==> config.mk <==
export PLATFORM = sky130hd
export DESIGN_NAME = escaped_frame_deframer
export DESIGN_NICKNAME = d
export VERILOG_FILES = /design/src/rtl/efd_pkg.sv /design/src/rtl/efd_front.sv /design/src/rtl/efd_queue.sv /design/src/rtl/efd_back.sv /design/src/rtl/escaped_frame_deframer.sv
export VERILOG_INCLUDE_DIRS = /design/src /design/src/rtl
export SDC_FILE = /design/constraint.sdc
export NUM_CORES = 1
export LEC_CHECK = 0
export ABC_CLOCK_PERIOD_IN_PS = 14600
export BUFFER_PORTS_ARGS = -buffer_cell sky130_fd_sc_hd__clkbuf_2
export CORE_ASPECT_RATIO = 1.2
export CORE_MARGIN = 3
export CORE_UTILIZATION = 45
export DETAILED_ROUTE_END_ITERATION = 6
export SYNTH_ARGS = -nofsm -noshare
export SYNTH_HDL_FRONTEND = slang
export SYNTH_SLANG_ARGS = --single-unit
==> constraint.sdc <==
create_clock -name i_clk -period 14.6 [get_ports i_clk]
set_input_delay 2.92 -clock i_clk [delete_from_list [all_inputs] [get_ports i_clk]]
set_output_delay 2.92 -clock i_clk [all_outputs]
set_load 0.1 [all_outputs]
==> src/rtl/assert_macros.svh <==
// ----------------------------------------------------------------------------
// assert_macros.svh
// Concurrent assertion helpers shared by the RTL.
// ----------------------------------------------------------------------------
`ifndef ASSERT_MACROS_SVH
`define ASSERT_MACROS_SVH

// Check a condition at every clock edge outside reset.
`define ASSERT_ALWAYS(lbl, clk, rst_n, cond, msg) \
    lbl: assert property (@(posedge clk) disable iff (!rst_n) (cond)) else $error(msg);

// Check that an antecedent implies a consequent in the same cycle.
`define ASSERT_IMPLIES(lbl, clk, rst_n, ante, cons, msg) \
    lbl: assert property (@(posedge clk) disable iff (!rst_n) (ante) |-> (cons)) \
        else $error(msg);

`endif

==> src/rtl/efd_pkg.sv <==
// ----------------------------------------------------------------------------
// efd_pkg
// Types and constants of the escaped frame deframer.
// ----------------------------------------------------------------------------
`default_nettype none

package efd_pkg;

    localparam logic [7:0] FLAG_BYTE    = 8'h7E;
    localparam logic [7:0] ESC_BYTE     = 8'h7D;
    localparam logic [7:0] ESC_FLAG     = 8'h5E;
    localparam logic [7:0] ESC_ESC      = 8'h5D;
    localparam logic [7:0] CTRL_MAX     = 8'h20;

    localparam int          BODY_LEN    = 22;
    localparam int          IDX_W       = 5;
    localparam logic [IDX_W-1:0] IDX_FIRST = IDX_W'(1);
    localparam logic [IDX_W-1:0] IDX_DONE  = IDX_W'(BODY_LEN + 1);

    localparam int          QUEUE_DEPTH = 4;

    localparam int          CFG_IDX_W   = 2;
    localparam int          CFG_DATA_W  = 16;
    localparam logic [CFG_IDX_W-1:0] CFG_HDR_ADDR = 2'd0;
    localparam logic [CFG_IDX_W-1:0] CFG_HDR_CTRL = 2'd1;
    localparam logic [CFG_IDX_W-1:0] CFG_PROTO_ID = 2'd2;
    localparam logic [CFG_IDX_W-1:0] CFG_LEN_FLD  = 2'd3;

    localparam logic [7:0]  RST_HDR_ADDR = 8'hFF;
    localparam logic [7:0]  RST_HDR_CTRL = 8'h03;
    localparam logic [15:0] RST_PROTO_ID = 16'hA021;
    localparam logic [15:0] RST_LEN_FLD  = 16'h000D;

    localparam logic OP_STORE = 1'b0;
    localparam logic OP_CLOSE = 1'b1;

    localparam int OUT_W = 112;

    typedef struct packed {
        logic             kind;
        logic [7:0]       data;
        logic [IDX_W-1:0] index;
    } t_op;

    typedef struct packed {
        logic [7:0]  hdr_addr;
        logic [7:0]  hdr_ctrl;
        logic [15:0] proto_id;
        logic [15:0] len_fld;
    } t_cfg;

    typedef struct packed {
        logic             in_frame;
        logic             esc;
        logic [IDX_W-1:0] index;
    } t_front_status;

endpackage

`default_nettype wire

==> src/rtl/efd_front.sv <==
// ----------------------------------------------------------------------------
// efd_front
// Unstuffs received bytes, tracks framing and issues store and close ops.
// ----------------------------------------------------------------------------
`default_nettype none

module efd_front (
    input  wire logic                   i_clk,
    input  wire logic                   i_rst_n,
    input  wire logic                   i_accept,
    input  wire logic [7:0]             i_byte,
    output logic                        o_push,
    output efd_pkg::t_op                o_op,
    output efd_pkg::t_front_status      o_status
);

    logic                        r_in_frame, n_in_frame;
    logic                        r_esc, n_esc;
    logic [efd_pkg::IDX_W-1:0]   r_index, n_index;

    always_comb begin
        logic       store;
        logic       bad;
        logic [7:0] value;
        store      = 1'b0;
        bad        = 1'b0;
        value      = i_byte;
        n_in_frame = r_in_frame;
        n_esc      = r_esc;
        n_index    = r_index;
        o_push     = 1'b0;
        o_op.kind  = efd_pkg::OP_STORE;
        o_op.data  = value;
        o_op.index = r_index;
        if (i_accept) begin
            if (i_byte == efd_pkg::FLAG_BYTE) begin
                if (r_in_frame && r_index == efd_pkg::IDX_DONE) begin
                    o_push    = 1'b1;
                    o_op.kind = efd_pkg::OP_CLOSE;
                end
                n_in_frame = 1'b1;
                n_esc      = 1'b0;
                n_index    = efd_pkg::IDX_FIRST;
            end else if (!r_in_frame) begin
                n_esc   = 1'b0;
                n_index = efd_pkg::IDX_FIRST;
            end else if (i_byte == efd_pkg::ESC_BYTE) begin
                n_esc = 1'b1;
            end else if (r_esc) begin
                n_esc = 1'b0;
                if (i_byte <= efd_pkg::CTRL_MAX) begin
                    store = 1'b1;
                end else if (i_byte == efd_pkg::ESC_FLAG) begin
                    store = 1'b1;
                    value = efd_pkg::FLAG_BYTE;
                end else if (i_byte == efd_pkg::ESC_ESC) begin
                    store = 1'b1;
                    value = efd_pkg::ESC_BYTE;
                end else begin
                    bad = 1'b1;
                end
            end else if (i_byte > efd_pkg::CTRL_MAX) begin
                store = 1'b1;
            end else begin
                bad = 1'b1;
            end

            if (store) begin
                if (r_index < efd_pkg::IDX_DONE) begin
                    o_push    = 1'b1;
                    o_op.data = value;
                    n_index   = r_index + 1'b1;
                end else begin
                    bad = 1'b1;
                end
            end

            if (bad) begin
                n_in_frame = 1'b0;
                n_esc      = 1'b0;
                n_index    = efd_pkg::IDX_FIRST;
            end
        end
    end

    always_ff @(posedge i_clk) begin
        if (!i_rst_n) begin
            r_in_frame <= 1'b0;
            r_esc      <= 1'b0;
            r_index    <= efd_pkg::IDX_FIRST;
        end else begin
            r_in_frame <= n_in_frame;
            r_esc      <= n_esc;
            r_index    <= n_index;
        end
    end

    assign o_status.in_frame = r_in_frame;
    assign o_status.esc      = r_esc;
    assign o_status.index    = r_index;

endmodule

`default_nettype wire

==> src/rtl/efd_queue.sv <==
// ----------------------------------------------------------------------------
// efd_queue
// Short FIFO of ops between the byte front end and the frame back end.
// ----------------------------------------------------------------------------
`default_nettype none

module efd_queue #(
    parameter int DEPTH = efd_pkg::QUEUE_DEPTH
) (
    input  wire logic           i_clk,
    input  wire logic           i_rst_n,
    input  wire logic           i_push,
    input  wire efd_pkg::t_op   i_op,
    output logic                o_full,
    output logic                o_valid,
    output efd_pkg::t_op        o_head,
    input  wire logic           i_pop
);

    localparam int PW = (DEPTH > 1) ? $clog2(DEPTH) : 1;
    localparam int CW = $clog2(DEPTH + 1);

    efd_pkg::t_op    r_mem [DEPTH];
    logic [PW-1:0]   r_wr_ptr, r_rd_ptr;
    logic [CW-1:0]   r_count;

    logic do_push, do_pop;

    assign o_full  = (r_count == CW'(DEPTH));
    assign o_valid = (r_count != '0);
    assign o_head  = r_mem[r_rd_ptr];
    assign do_push = i_push && !o_full;
    assign do_pop  = i_pop && o_valid;

    always_ff @(posedge i_clk) begin
        if (do_push) begin
            r_mem[r_wr_ptr] <= i_op;
        end
    end

    always_ff @(posedge i_clk) begin
        if (!i_rst_n) begin
            r_wr_ptr <= '0;
            r_rd_ptr <= '0;
            r_count  <= '0;
        end else begin
            if (do_push) begin
                r_wr_ptr <= (r_wr_ptr == PW'(DEPTH - 1)) ? '0 : r_wr_ptr + 1'b1;
            end
            if (do_pop) begin
                r_rd_ptr <= (r_rd_ptr == PW'(DEPTH - 1)) ? '0 : r_rd_ptr + 1'b1;
            end
            if (do_push && !do_pop) begin
                r_count <= r_count + 1'b1;
            end else if (do_pop && !do_push) begin
                r_count <= r_count - 1'b1;
            end
        end
    end

endmodule

`default_nettype wire

==> src/rtl/efd_back.sv <==
// ----------------------------------------------------------------------------
// efd_back
// Collects body bytes, runs header and checksum checks, drives the result.
// ----------------------------------------------------------------------------
`default_nettype none

module efd_back (
    input  wire logic                      i_clk,
    input  wire logic                      i_rst_n,
    input  wire efd_pkg::t_cfg             i_cfg,
    input  wire logic                      i_valid,
    input  wire efd_pkg::t_op              i_op,
    output logic                           o_pop,
    output logic                           o_valid,
    input  wire logic                      i_ready,
    output logic [efd_pkg::OUT_W-1:0]      o_data
);

    logic [7:0]  r_xor, r_sum;
    logic        r_hdr_ok, r_chk_ok;
    logic [7:0]  r_cmd, r_len_code;
    logic [31:0] r_lead;
    logic [63:0] r_payload;
    logic        r_out_valid;
    logic [efd_pkg::OUT_W-1:0] r_out_data;

    logic out_free, do_store, do_close;
    logic [7:0] b;
    logic [efd_pkg::IDX_W-1:0] idx;

    assign b        = i_op.data;
    assign idx      = i_op.index;
    assign out_free = !r_out_valid || i_ready;
    assign o_pop    = i_valid && (i_op.kind == efd_pkg::OP_STORE || out_free);
    assign do_store = o_pop && i_op.kind == efd_pkg::OP_STORE;
    assign do_close = o_pop && i_op.kind == efd_pkg::OP_CLOSE;

    always_ff @(posedge i_clk) begin
        if (do_store) begin
            if (idx == 5'd1) begin
                r_xor    <= b;
                r_sum    <= b;
                r_hdr_ok <= (b == i_cfg.hdr_addr);
            end else if (idx inside {[5'd2:5'd20]}) begin
                r_xor <= r_xor ^ b;
                r_sum <= r_sum + b;
            end
            case (idx)
                5'd2:  r_hdr_ok <= r_hdr_ok && (b == i_cfg.hdr_ctrl);
                5'd3:  r_hdr_ok <= r_hdr_ok && (b == i_cfg.proto_id[15:8]);
                5'd4:  r_hdr_ok <= r_hdr_ok && (b == i_cfg.proto_id[7:0]);
                5'd5:  r_hdr_ok <= r_hdr_ok && (b == i_cfg.len_fld[15:8]);
                5'd6:  r_hdr_ok <= r_hdr_ok && (b == i_cfg.len_fld[7:0]);
                5'd7:  r_cmd <= b;
                5'd12: r_len_code <= b;
                5'd21: r_chk_ok <= (r_xor == b);
                5'd22: r_chk_ok <= r_chk_ok && (r_sum == b);
                default: ;
            endcase
            if (idx inside {[5'd8:5'd11]}) begin
                r_lead <= {r_lead[23:0], b};
            end
            if (idx inside {[5'd13:5'd20]}) begin
                r_payload <= {r_payload[55:0], b};
            end
        end
        if (do_close) begin
            r_out_data <= {r_payload, r_len_code, r_lead, r_cmd};
        end
    end

    always_ff @(posedge i_clk) begin
        if (!i_rst_n) begin
            r_out_valid <= 1'b0;
        end else if (do_close && r_hdr_ok && r_chk_ok) begin
            r_out_valid <= 1'b1;
        end else if (i_ready) begin
            r_out_valid <= 1'b0;
        end
    end

    assign o_valid = r_out_valid;
    assign o_data  = r_out_data;

endmodule

`default_nettype wire

==> src/rtl/escaped_frame_deframer.sv <==
// tvalid rises once the close op has passed through the op FIFO and set the registered output valid.
// Throughput: one byte per cycle; the front end is ready while the op FIFO has room.
// A stalled result holds a close op at the back end; the FIFO absorbs QUEUE_DEPTH ops meanwhile.
// Reset: synchronous, active low; clears framing state, FIFO and output valid,
// and loads the header registers with their defaults.
// ----------------------------------------------------------------------------
// escaped_frame_deframer
// Byte-stuffed serial frame receiver with header and checksum check.
// ----------------------------------------------------------------------------
`default_nettype none
`include "assert_macros.svh"

module escaped_frame_deframer #(
    parameter int QUEUE_DEPTH = efd_pkg::QUEUE_DEPTH
) (
    input  wire logic                          i_clk,
    input  wire logic                          i_rst_n,
    input  wire logic                          i_cfg_wr_en,
    input  wire logic [efd_pkg::CFG_IDX_W-1:0] i_cfg_index,
    input  wire logic [efd_pkg::CFG_DATA_W-1:0] i_cfg_data,
    input  wire logic                          s_axis_tvalid,
    output logic                               s_axis_tready,
    input  wire logic [7:0]                    s_axis_tdata,  // rx_byte
    output logic                               m_axis_tvalid,
    input  wire logic                          m_axis_tready,
    // command[7:0], lead_word[39:8], length_code[47:40], payload[111:48]
    output logic [efd_pkg::OUT_W-1:0]          m_axis_tdata
);

    efd_pkg::t_cfg          r_cfg;
    efd_pkg::t_op           front_op, q_head;
    efd_pkg::t_front_status front_status;
    logic                   front_push, q_full, q_valid, q_pop, in_accept;

    always_ff @(posedge i_clk) begin
        if (!i_rst_n) begin
            r_cfg.hdr_addr <= efd_pkg::RST_HDR_ADDR;
            r_cfg.hdr_ctrl <= efd_pkg::RST_HDR_CTRL;
            r_cfg.proto_id <= efd_pkg::RST_PROTO_ID;
            r_cfg.len_fld  <= efd_pkg::RST_LEN_FLD;
        end else if (i_cfg_wr_en) begin
            case (i_cfg_index)
                efd_pkg::CFG_HDR_ADDR: r_cfg.hdr_addr <= i_cfg_data[7:0];
                efd_pkg::CFG_HDR_CTRL: r_cfg.hdr_ctrl <= i_cfg_data[7:0];
                efd_pkg::CFG_PROTO_ID: r_cfg.proto_id <= i_cfg_data;
                efd_pkg::CFG_LEN_FLD:  r_cfg.len_fld  <= i_cfg_data;
                default: ;
            endcase
        end
    end

    assign s_axis_tready = !q_full;
    assign in_accept     = s_axis_tvalid && s_axis_tready;

    efd_front u_front (
        .i_clk    (i_clk),
        .i_rst_n  (i_rst_n),
        .i_accept (in_accept),
        .i_byte   (s_axis_tdata),
        .o_push   (front_push),
        .o_op     (front_op),
        .o_status (front_status)
    );

    efd_queue #(
        .DEPTH (QUEUE_DEPTH)
    ) u_queue (
        .i_clk   (i_clk),
        .i_rst_n (i_rst_n),
        .i_push  (front_push),
        .i_op    (front_op),
        .o_full  (q_full),
        .o_valid (q_valid),
        .o_head  (q_head),
        .i_pop   (q_pop)
    );

    efd_back u_back (
        .i_clk   (i_clk),
        .i_rst_n (i_rst_n),
        .i_cfg   (r_cfg),
        .i_valid (q_valid),
        .i_op    (q_head),
        .o_pop   (q_pop),
        .o_valid (m_axis_tvalid),
        .i_ready (m_axis_tready),
        .o_data  (m_axis_tdata)
    );

    `ASSERT_IMPLIES(a_idle_state, i_clk, i_rst_n, !front_status.in_frame,
        !front_status.esc && front_status.index == efd_pkg::IDX_FIRST,
        "front state not cleared outside a frame")
    `ASSERT_ALWAYS(a_index_range, i_clk, i_rst_n,
        front_status.index >= efd_pkg::IDX_FIRST && front_status.index <= efd_pkg::IDX_DONE,
        "body index out of range")
    `ASSERT_IMPLIES(a_result_source, i_clk, i_rst_n, $rose(m_axis_tvalid),
        $past(q_pop && q_head.kind == efd_pkg::OP_CLOSE),
        "result without a close transaction")

endmodule

`default_nettype wire

==> results of run 1 <==
[critical path, stage by stage]
cell and delay (ps):
clkbuf_2 140, nor3_1 200, a21oi_1 100, o311ai_0 360, o2111ai_1 220, or2_2 360, nand2b_1 230, ha_1 250
inv_1 60, fa_1 370, xor2_1 170, or3_1 290, a21boi_0 150
[metrics by stage]
step	utilization, %	total power, mW	hold slack [ps]
after global placement	50.2	2.53	401
after global routing	54.1	3.54	413
after floorplan	-	2.37	400
after CTS	54.1	3.42	408
after detailed placement	50.2	2.54	405
final	54.1	3.37	414
[worst max-delay path by stage]
stage,from,endpoint,cells past startpoint
after floorplan,m_axis_tready,u_back.o_valid$_SDFFE_PN0P_,4
after global placement,s_axis_tdata[1],u_queue.r_count[2]$_SDFFE_PN0P_,13
after detailed placement,s_axis_tdata[1],u_queue.r_count[2]$_SDFFE_PN0P_,13
after CTS,s_axis_tdata[1],u_queue.r_count[2]$_SDFFE_PN0P_,13
after global routing,s_axis_tdata[7],u_queue.r_count[2]$_SDFFE_PN0P_,11
final,s_axis_tdata[1],u_queue.r_count[2]$_SDFFE_PN0P_,13
[power groups by stage]
| stage | clock, mW | combinational (mW) | sequential (mW) |
|---|---|---|---|
| CTS | 0.899 | 1.08 | 1.44 |
| global route | 0.940 | 1.14 | 1.46 |
| finish | 0.869 | 1.06 | 1.44 |
| detailed placement | 0 | 1.07 | 1.46 |
| global placement | 0 | 1.07 | 1.46 |
| floorplan | 0 | 0.503 | 1.87 |
[cells by family after synthesis]
kind of cell / Yosys count / share of synthesized area [%]
AOI/OAI and AO/OA: 110 / 5.64
buffers and inverters: 62 / 2.02
DFF: 363 / 75.6
adders and majority gates: 16 / 1.59
xor gates and xnor gates: 43 / 2.83
and+or+nand+nor: 240 / 8.40
muxes: 32 / 3.90
[placed cells by master (no fill, tap or decap), drive strengths merged, types with 4 or more instances in the layout]
cell / n
a21boi: 34
a21oi: 22
a22oi: 4
a31oi: 4
and2: 9
buf: 11
clkbuf: 194
clkinv: 9
dfxtp: 65
edfxtp: 298
ha: 14
inv: 19
mux2: 5
mux2i: 13
mux4: 14
nand2: 124
nand2b: 6
nand3: 24
nand4: 6
nand4b: 4
nor2: 22
nor2b: 10
nor3: 11
nor4: 4
o21ai: 15
or2: 8
xnor2: 26
xor2: 17
[flip-flops by register name, summed over array words and instances (netlist names), 2 cells and up, named ones only]
register	flops
u_back.r_sum	8
u_back.r_cmd	8
u_queue.r_wr_ptr	2
u_back.r_payload	64
u_queue.r_count	3
u_back.o_data	112
u_back.r_xor	8
u_queue.r_mem	56
u_queue.r_rd_ptr	2
r_cfg	48
u_back.r_len_code	8
u_back.r_lead	32
u_front.r_index	5
[metal layers]
metal  up-vias  wire, µm  GRT usage, %
met5         -         0             0
met4         0       561          4.91
met3        44      1160          2.64
met2       175     12200          26.1
met1      3499     11100          20.8
li1       3499         -             -
[area by class of cell]
type	count	area, µm²
Inverter	18	67.6
Tap cell	385	482
Timing Repair Buffer	155	803
Fill cell	2397	13400
Multi-Input combinational cell	441	3050
Clock inverter	13	110
Clock buffer	50	1010
Sequential cell	363	10200
==> metrics.txt, run 1 <==
status=complete, no violations; Worst Min Path Start=u_back.r_cmd[2]$_DFFE_PP_; final hold viol count=0; Power Density=213 mW/mm²; first-pass GRT wire length=about 40000 µm; fin nets=around 1.1k; # DRC=0; Sink Count=between 300 and 400; area post-placement=roughly 0.015 mm²; peak fanout along the critical path=8; total track usage=between 15 and 20%; Post-synth ARST share=0%; Setup Viol. Count Final=0; Int Pwr=about 2.1 mW; r2r setup slk=11040 ps; r2r worst-path depth=11; maximum number of pins on one net before global-route repair=65; Sw Ratio=a little over a third; RSZ-0062 raised after global routing=no; Worst-Skew Late Latency=~510 ps; arrival time at the worst endpoint=5840 ps; # diodes=0; ANT nets after route=0; initial antenna violation count=0; part of the power in registers=a little over two fifths; CP Class=input pin to flop; Core ar.=between 0.02 and 0.03 mm²; Iter 0 DRT Violations=440; Peak VDD IR=roughly 0.12 mV; grt ovf=0; clock root cell=clkbuf_16; clock network power share=between 20% and 30%; die area=between 0.03 and 0.04 mm²; Num CTS Buffers=36; top-count cell post-synth=edfxtp_1; Synth Cell Area=between 0.01 and 0.015 mm²; DP Wirelength=15900 µm; worst reg2reg endpoint=u_back.r_sum[7]$_DFFE_PP_; placed insts=1362; num rows=between 60 and 70; num ports=about 150; Comb power frac=31.4%; Critical Path RT=between 15000 and 20000 ps; Synth area leader=edfxtp_1; post-synthesis cell count=between 800 and 900; syn nets=a little over 900; drt first pass iters=5; Least-Margin Pin Slew=between 1000 and 1500 ps; Clock Pin Slew Worst Setup and Hold Paths=approximately 60 ps; ys flop type=edfxtp_1; vias post-DR=approximately 7.2k; setup total negative slack=0 ps; CTS Hold Bufs=0; Die H=roughly 200 µm; sequential cell area fraction in the yosys report=between 70% and 80%; routed vias/inst=between 5 and 6; Worst Clk Skew=roughly 8.8 ps; Longest Clk Path Bufs=3; Hold Path Depth=0; synthesis-to-layout area growth=16.4%; fmax=~0.18 GHz; slew margin rel.=between 20% and 30%; Crit. End Element=flop; final WL=around 25000 µm; post_cts resized=0; max-capacitance violation count=0; final std cells w/o fill=approximately 1.4k; Yosys top cell area share=roughly 66%; Port Buffer Count=between 100 and 150; yosys warns=0; Max Transition Viols Final=0; CTS tree=done; Worst Setup Start Kind=input pin; fin crit share=37.0%; worst min path class=flop to flop; Synth Register Bits=363; Setup WS pre-CTS=roughly 8600 ps; Final min period=approximately 5400 ps; Die Width=between 150 and 200 µm; WL/cell=around 18 µm; most common library cells after synthesis=edfxtp_1, nand2_1, dfxtp_1; Distinct cells, synth=between 60 and 70; vias in the first global route=7280; mean post-synth cell area=roughly 16 µm²; top post-synthesis cells by area=edfxtp_1, dfxtp_1, nand2_1; EDFF count, synth=approximately 300; Initial Util=approximately 46%; Lkg Pwr=5.60 nW; GPL Wtd Cong=between 0.8 and 0.9; Post-CTS Setup Inserts=0; net switching power=approximately 1.2 mW; setup ws final=9190 ps; post-route cell area=about 0.016 mm²; worst hold endpoint=u_back.o_data[2]$_DFFE_PP_; share of cells above drive strength 1=between 20% and 30%; H-tree levels=2
Power figures use the tool's default switching activity.
==> run 2, diff against run 1 <==
--- a/config.mk
+++ b/config.mk
@@ -6,12 +6,13 @@
 export SDC_FILE = /design/constraint.sdc
 export NUM_CORES = 1
 export LEC_CHECK = 0
-export ABC_CLOCK_PERIOD_IN_PS = 14600
+export ABC_CLOCK_PERIOD_IN_PS = 4500
 export BUFFER_PORTS_ARGS = -buffer_cell sky130_fd_sc_hd__clkbuf_2
 export CORE_ASPECT_RATIO = 1.2
 export CORE_MARGIN = 3
 export CORE_UTILIZATION = 45
 export DETAILED_ROUTE_END_ITERATION = 6
+export PLACE_DENSITY = 0.66
 export SYNTH_ARGS = -nofsm -noshare
 export SYNTH_HDL_FRONTEND = slang
 export SYNTH_SLANG_ARGS = --single-unit
==> constraint.sdc (replaced) <==
create_clock -name i_clk -period 4.5 [get_ports i_clk]
set_input_delay 0.9 -clock i_clk [delete_from_list [all_inputs] [get_ports i_clk]]
set_output_delay 0.9 -clock i_clk [all_outputs]
set_load 0.1 [all_outputs]
==> metrics.txt, run 2 (synthesis gave the netlist of run 1 again) <==
met2 Track Usage GR=25.5% (-0.58 points); total track usage=15.2% (-0.32 points); vias in the first global route=7071 (-2.9%); fin crit share=roughly three quarters; most common cell after layout, fill and taps aside=edfxtp_1; Setup WS pre-CTS=510 ps (-8120 ps); arrival time at the worst endpoint=3880 ps (-1960 ps); initial antenna violation count=0 (unchanged); final WL=25000 µm (-0.13%); Longest Clk Path Bufs=3 (unchanged); Clock Pin Slew Worst Setup and Hold Paths=60 ps (about the same); CTS tree=done; M3 GR Usage=2.43% (-0.21 points); Core ar.=0.0292 mm² (unchanged); most frequent cells in the layout=edfxtp_1, clkbuf_2, nand2_1, dfxtp_1, clkbuf_16; GPL Wtd Cong=0.829 (+2.2%); routed vias/inst=5.06 (-0.11%); Register Area=0.0102 mm² (unchanged); Num CTS Buffers=36 (unchanged); Post-CTS Setup Inserts=0 (unchanged); DP Wirelength=16200 µm (+1.5%); slew margin rel.=24.1% (+1.3 points); setup total negative slack=0 ps (unchanged); Fillers=2360 (-1.5%); Port Buffer Count=144 (unchanged); num rows=68 (unchanged); Critical Path RT=4930 ps (-10110 ps); CP max-delay cell=o311ai_0; Crit. End Element=flop; peak fanout along the critical path=8 (unchanged); critical path's top delay family=simple AND/OR/NAND/NOR gates; Cell Chain, Critical Path=clkbuf_2 > nor3_1 > a21oi_1 > o311ai_0 > o2111ai_1 > or2_2 > nand2b_1 > ha_1 > inv_1 > fa_1 > xor2_1 > or3_1 > a21boi_0; Worst Setup Start Kind=input pin; Worst Clk Skew=14.7 ps (+5.98 ps); post_cts resized=0 (unchanged); Initial Util=46.4% (unchanged); grt ovf=0 (unchanged); max reg flops=112 (unchanged); CP Class=input pin to flop; Setup Viol. Count Final=0 (unchanged); Lkg Pwr=5.62 nW (+0.41%); status=complete, no violations; CP Buf/Inv Count=2 (unchanged); Multi-input gate area=0.00306 mm² (+0.20%); post-route cell area=0.0158 mm² (+0.33%); fmax=just under 0.3 GHz; maximum number of pins on one net before global-route repair=65 (unchanged); Worst-Skew Late Latency=510 ps (about the same); Least-Margin Pin Slew=1140 ps (-20.2 ps); # DRC=0 (unchanged); CTS Hold Bufs=0 (unchanged); CP max stage delay=440 ps (+70 ps); vias post-DR=7234 (+0.24%); Finished Core Util=54.2% (+0.18 points); worst min path class=flop to flop; hold_ws=409 ps (-5.53 ps); drt first pass iters=5 (unchanged); final hold viol count=0 (unchanged); WL/cell=17.5 µm (-0.48%); max-capacitance violation count=0 (unchanged); busiest grt layer=met2; # diodes=0 (unchanged); M1 GR Usage=20.6% (-0.21 points); synthesis-to-layout area growth=16.8%; Max Transition Viols Final=0 (unchanged); Peak VDD IR=0.365 mV (+220%); clock root cell=clkbuf_16; first-pass GRT wire length=38500 µm (-2.8%); die area=0.0322 mm² (unchanged); share of cells above drive strength 1=23.6% (+0.46 points); RSZ-0062 raised after global routing=no; setup ws final=1050 ps (-8150 ps); Sink Count=363 (unchanged); area post-placement=0.0147 mm² (+0.45%); Die Width=164 µm (unchanged); fin nets=1065 (+0.28%); Final min period=roughly 3500 ps; Iter 0 DRT Violations=568 (+29%); ANT nets after route=0 (unchanged); H-tree levels=2 (unchanged); Die H=196 µm (unchanged); Power Density=693 mW/mm² (+220%); num ports=145 (unchanged)
run 2: cell types whose count changed in the layout (fill, tap and decap cells not counted), sizes merged:
cell,previous run,this run
buf,11,14
inv,19,20
clkinvlp,2,3
clkbuf,194,190
clkinv,9,13
run 2: path summary, 6_finish.rpt:
check,start,end,slack (ps),cells past startpoint
min reg2reg,u_back.r_cmd[1]$_DFFE_PP_,u_back.o_data[1]$_DFFE_PP_,410,0
max reg2reg,u_queue.r_count[0]$_SDFFE_PN0P_,u_queue.r_count[2]$_SDFFE_PN0P_,1280,12
max,s_axis_tdata[1],u_queue.r_count[2]$_SDFFE_PN0P_,1050,13
min,u_back.r_cmd[1]$_DFFE_PP_,u_back.o_data[1]$_DFFE_PP_,410,0
run 2: routing by layer:
| layer | vias up | share of wire [%] |
|---|---|---|
| li1 | 3501 | - |
| met3 | 49 | 5.3 |
| met4 | 0 | 2.4 |
| met2 | 202 | 49 |
| met5 | - | 0 |
| met1 | 3482 | 43 |
run 2: final cells by class:
class                      count  area share (%)
clock buffer                  46            6.05
clock inverter                19           0.956
inverter                      18           0.427
multi-input combinational    441            19.3
sequential                   363            64.7
tap                          385            3.04
timing repair buffer         158            5.45
run 2: per-stage QoR:
| stage | power (mW) | cells |
|---|---|---|
| 6_report | 11.0 | 1430 |
| 5_1_grt | 11.5 | 1430 |
| 4_1_cts | 11.1 | 1430 |
| 3_5_place_dp | 8.31 | 1365 |
| 3_3_place_gp | 8.25 | 1365 |
| 2_1_floorplan | 7.56 | 866 |
run 2: worst reg2reg max path, cell delays in order, from the launching register on:
cell,delay (ps)
dfxtp_1,420
nor2_1,70
nand2_1,130
nand2_1,160
or3_1,370
nor3_1,390
nand2b_1,300
ha_1,230
inv_1,60
fa_1,370
xor2_1,180
or3_1,300
a21boi_0,170
run 2: power by group:
group          internal [mW]  total, mW  leakage, nW  switching, mW
sequential              4.48       4.69         3.29          0.215
clock                   1.58       2.79        0.541           1.21
combinational          0.884       3.49         1.79           2.61
total                   6.95       11.0         5.62           4.03
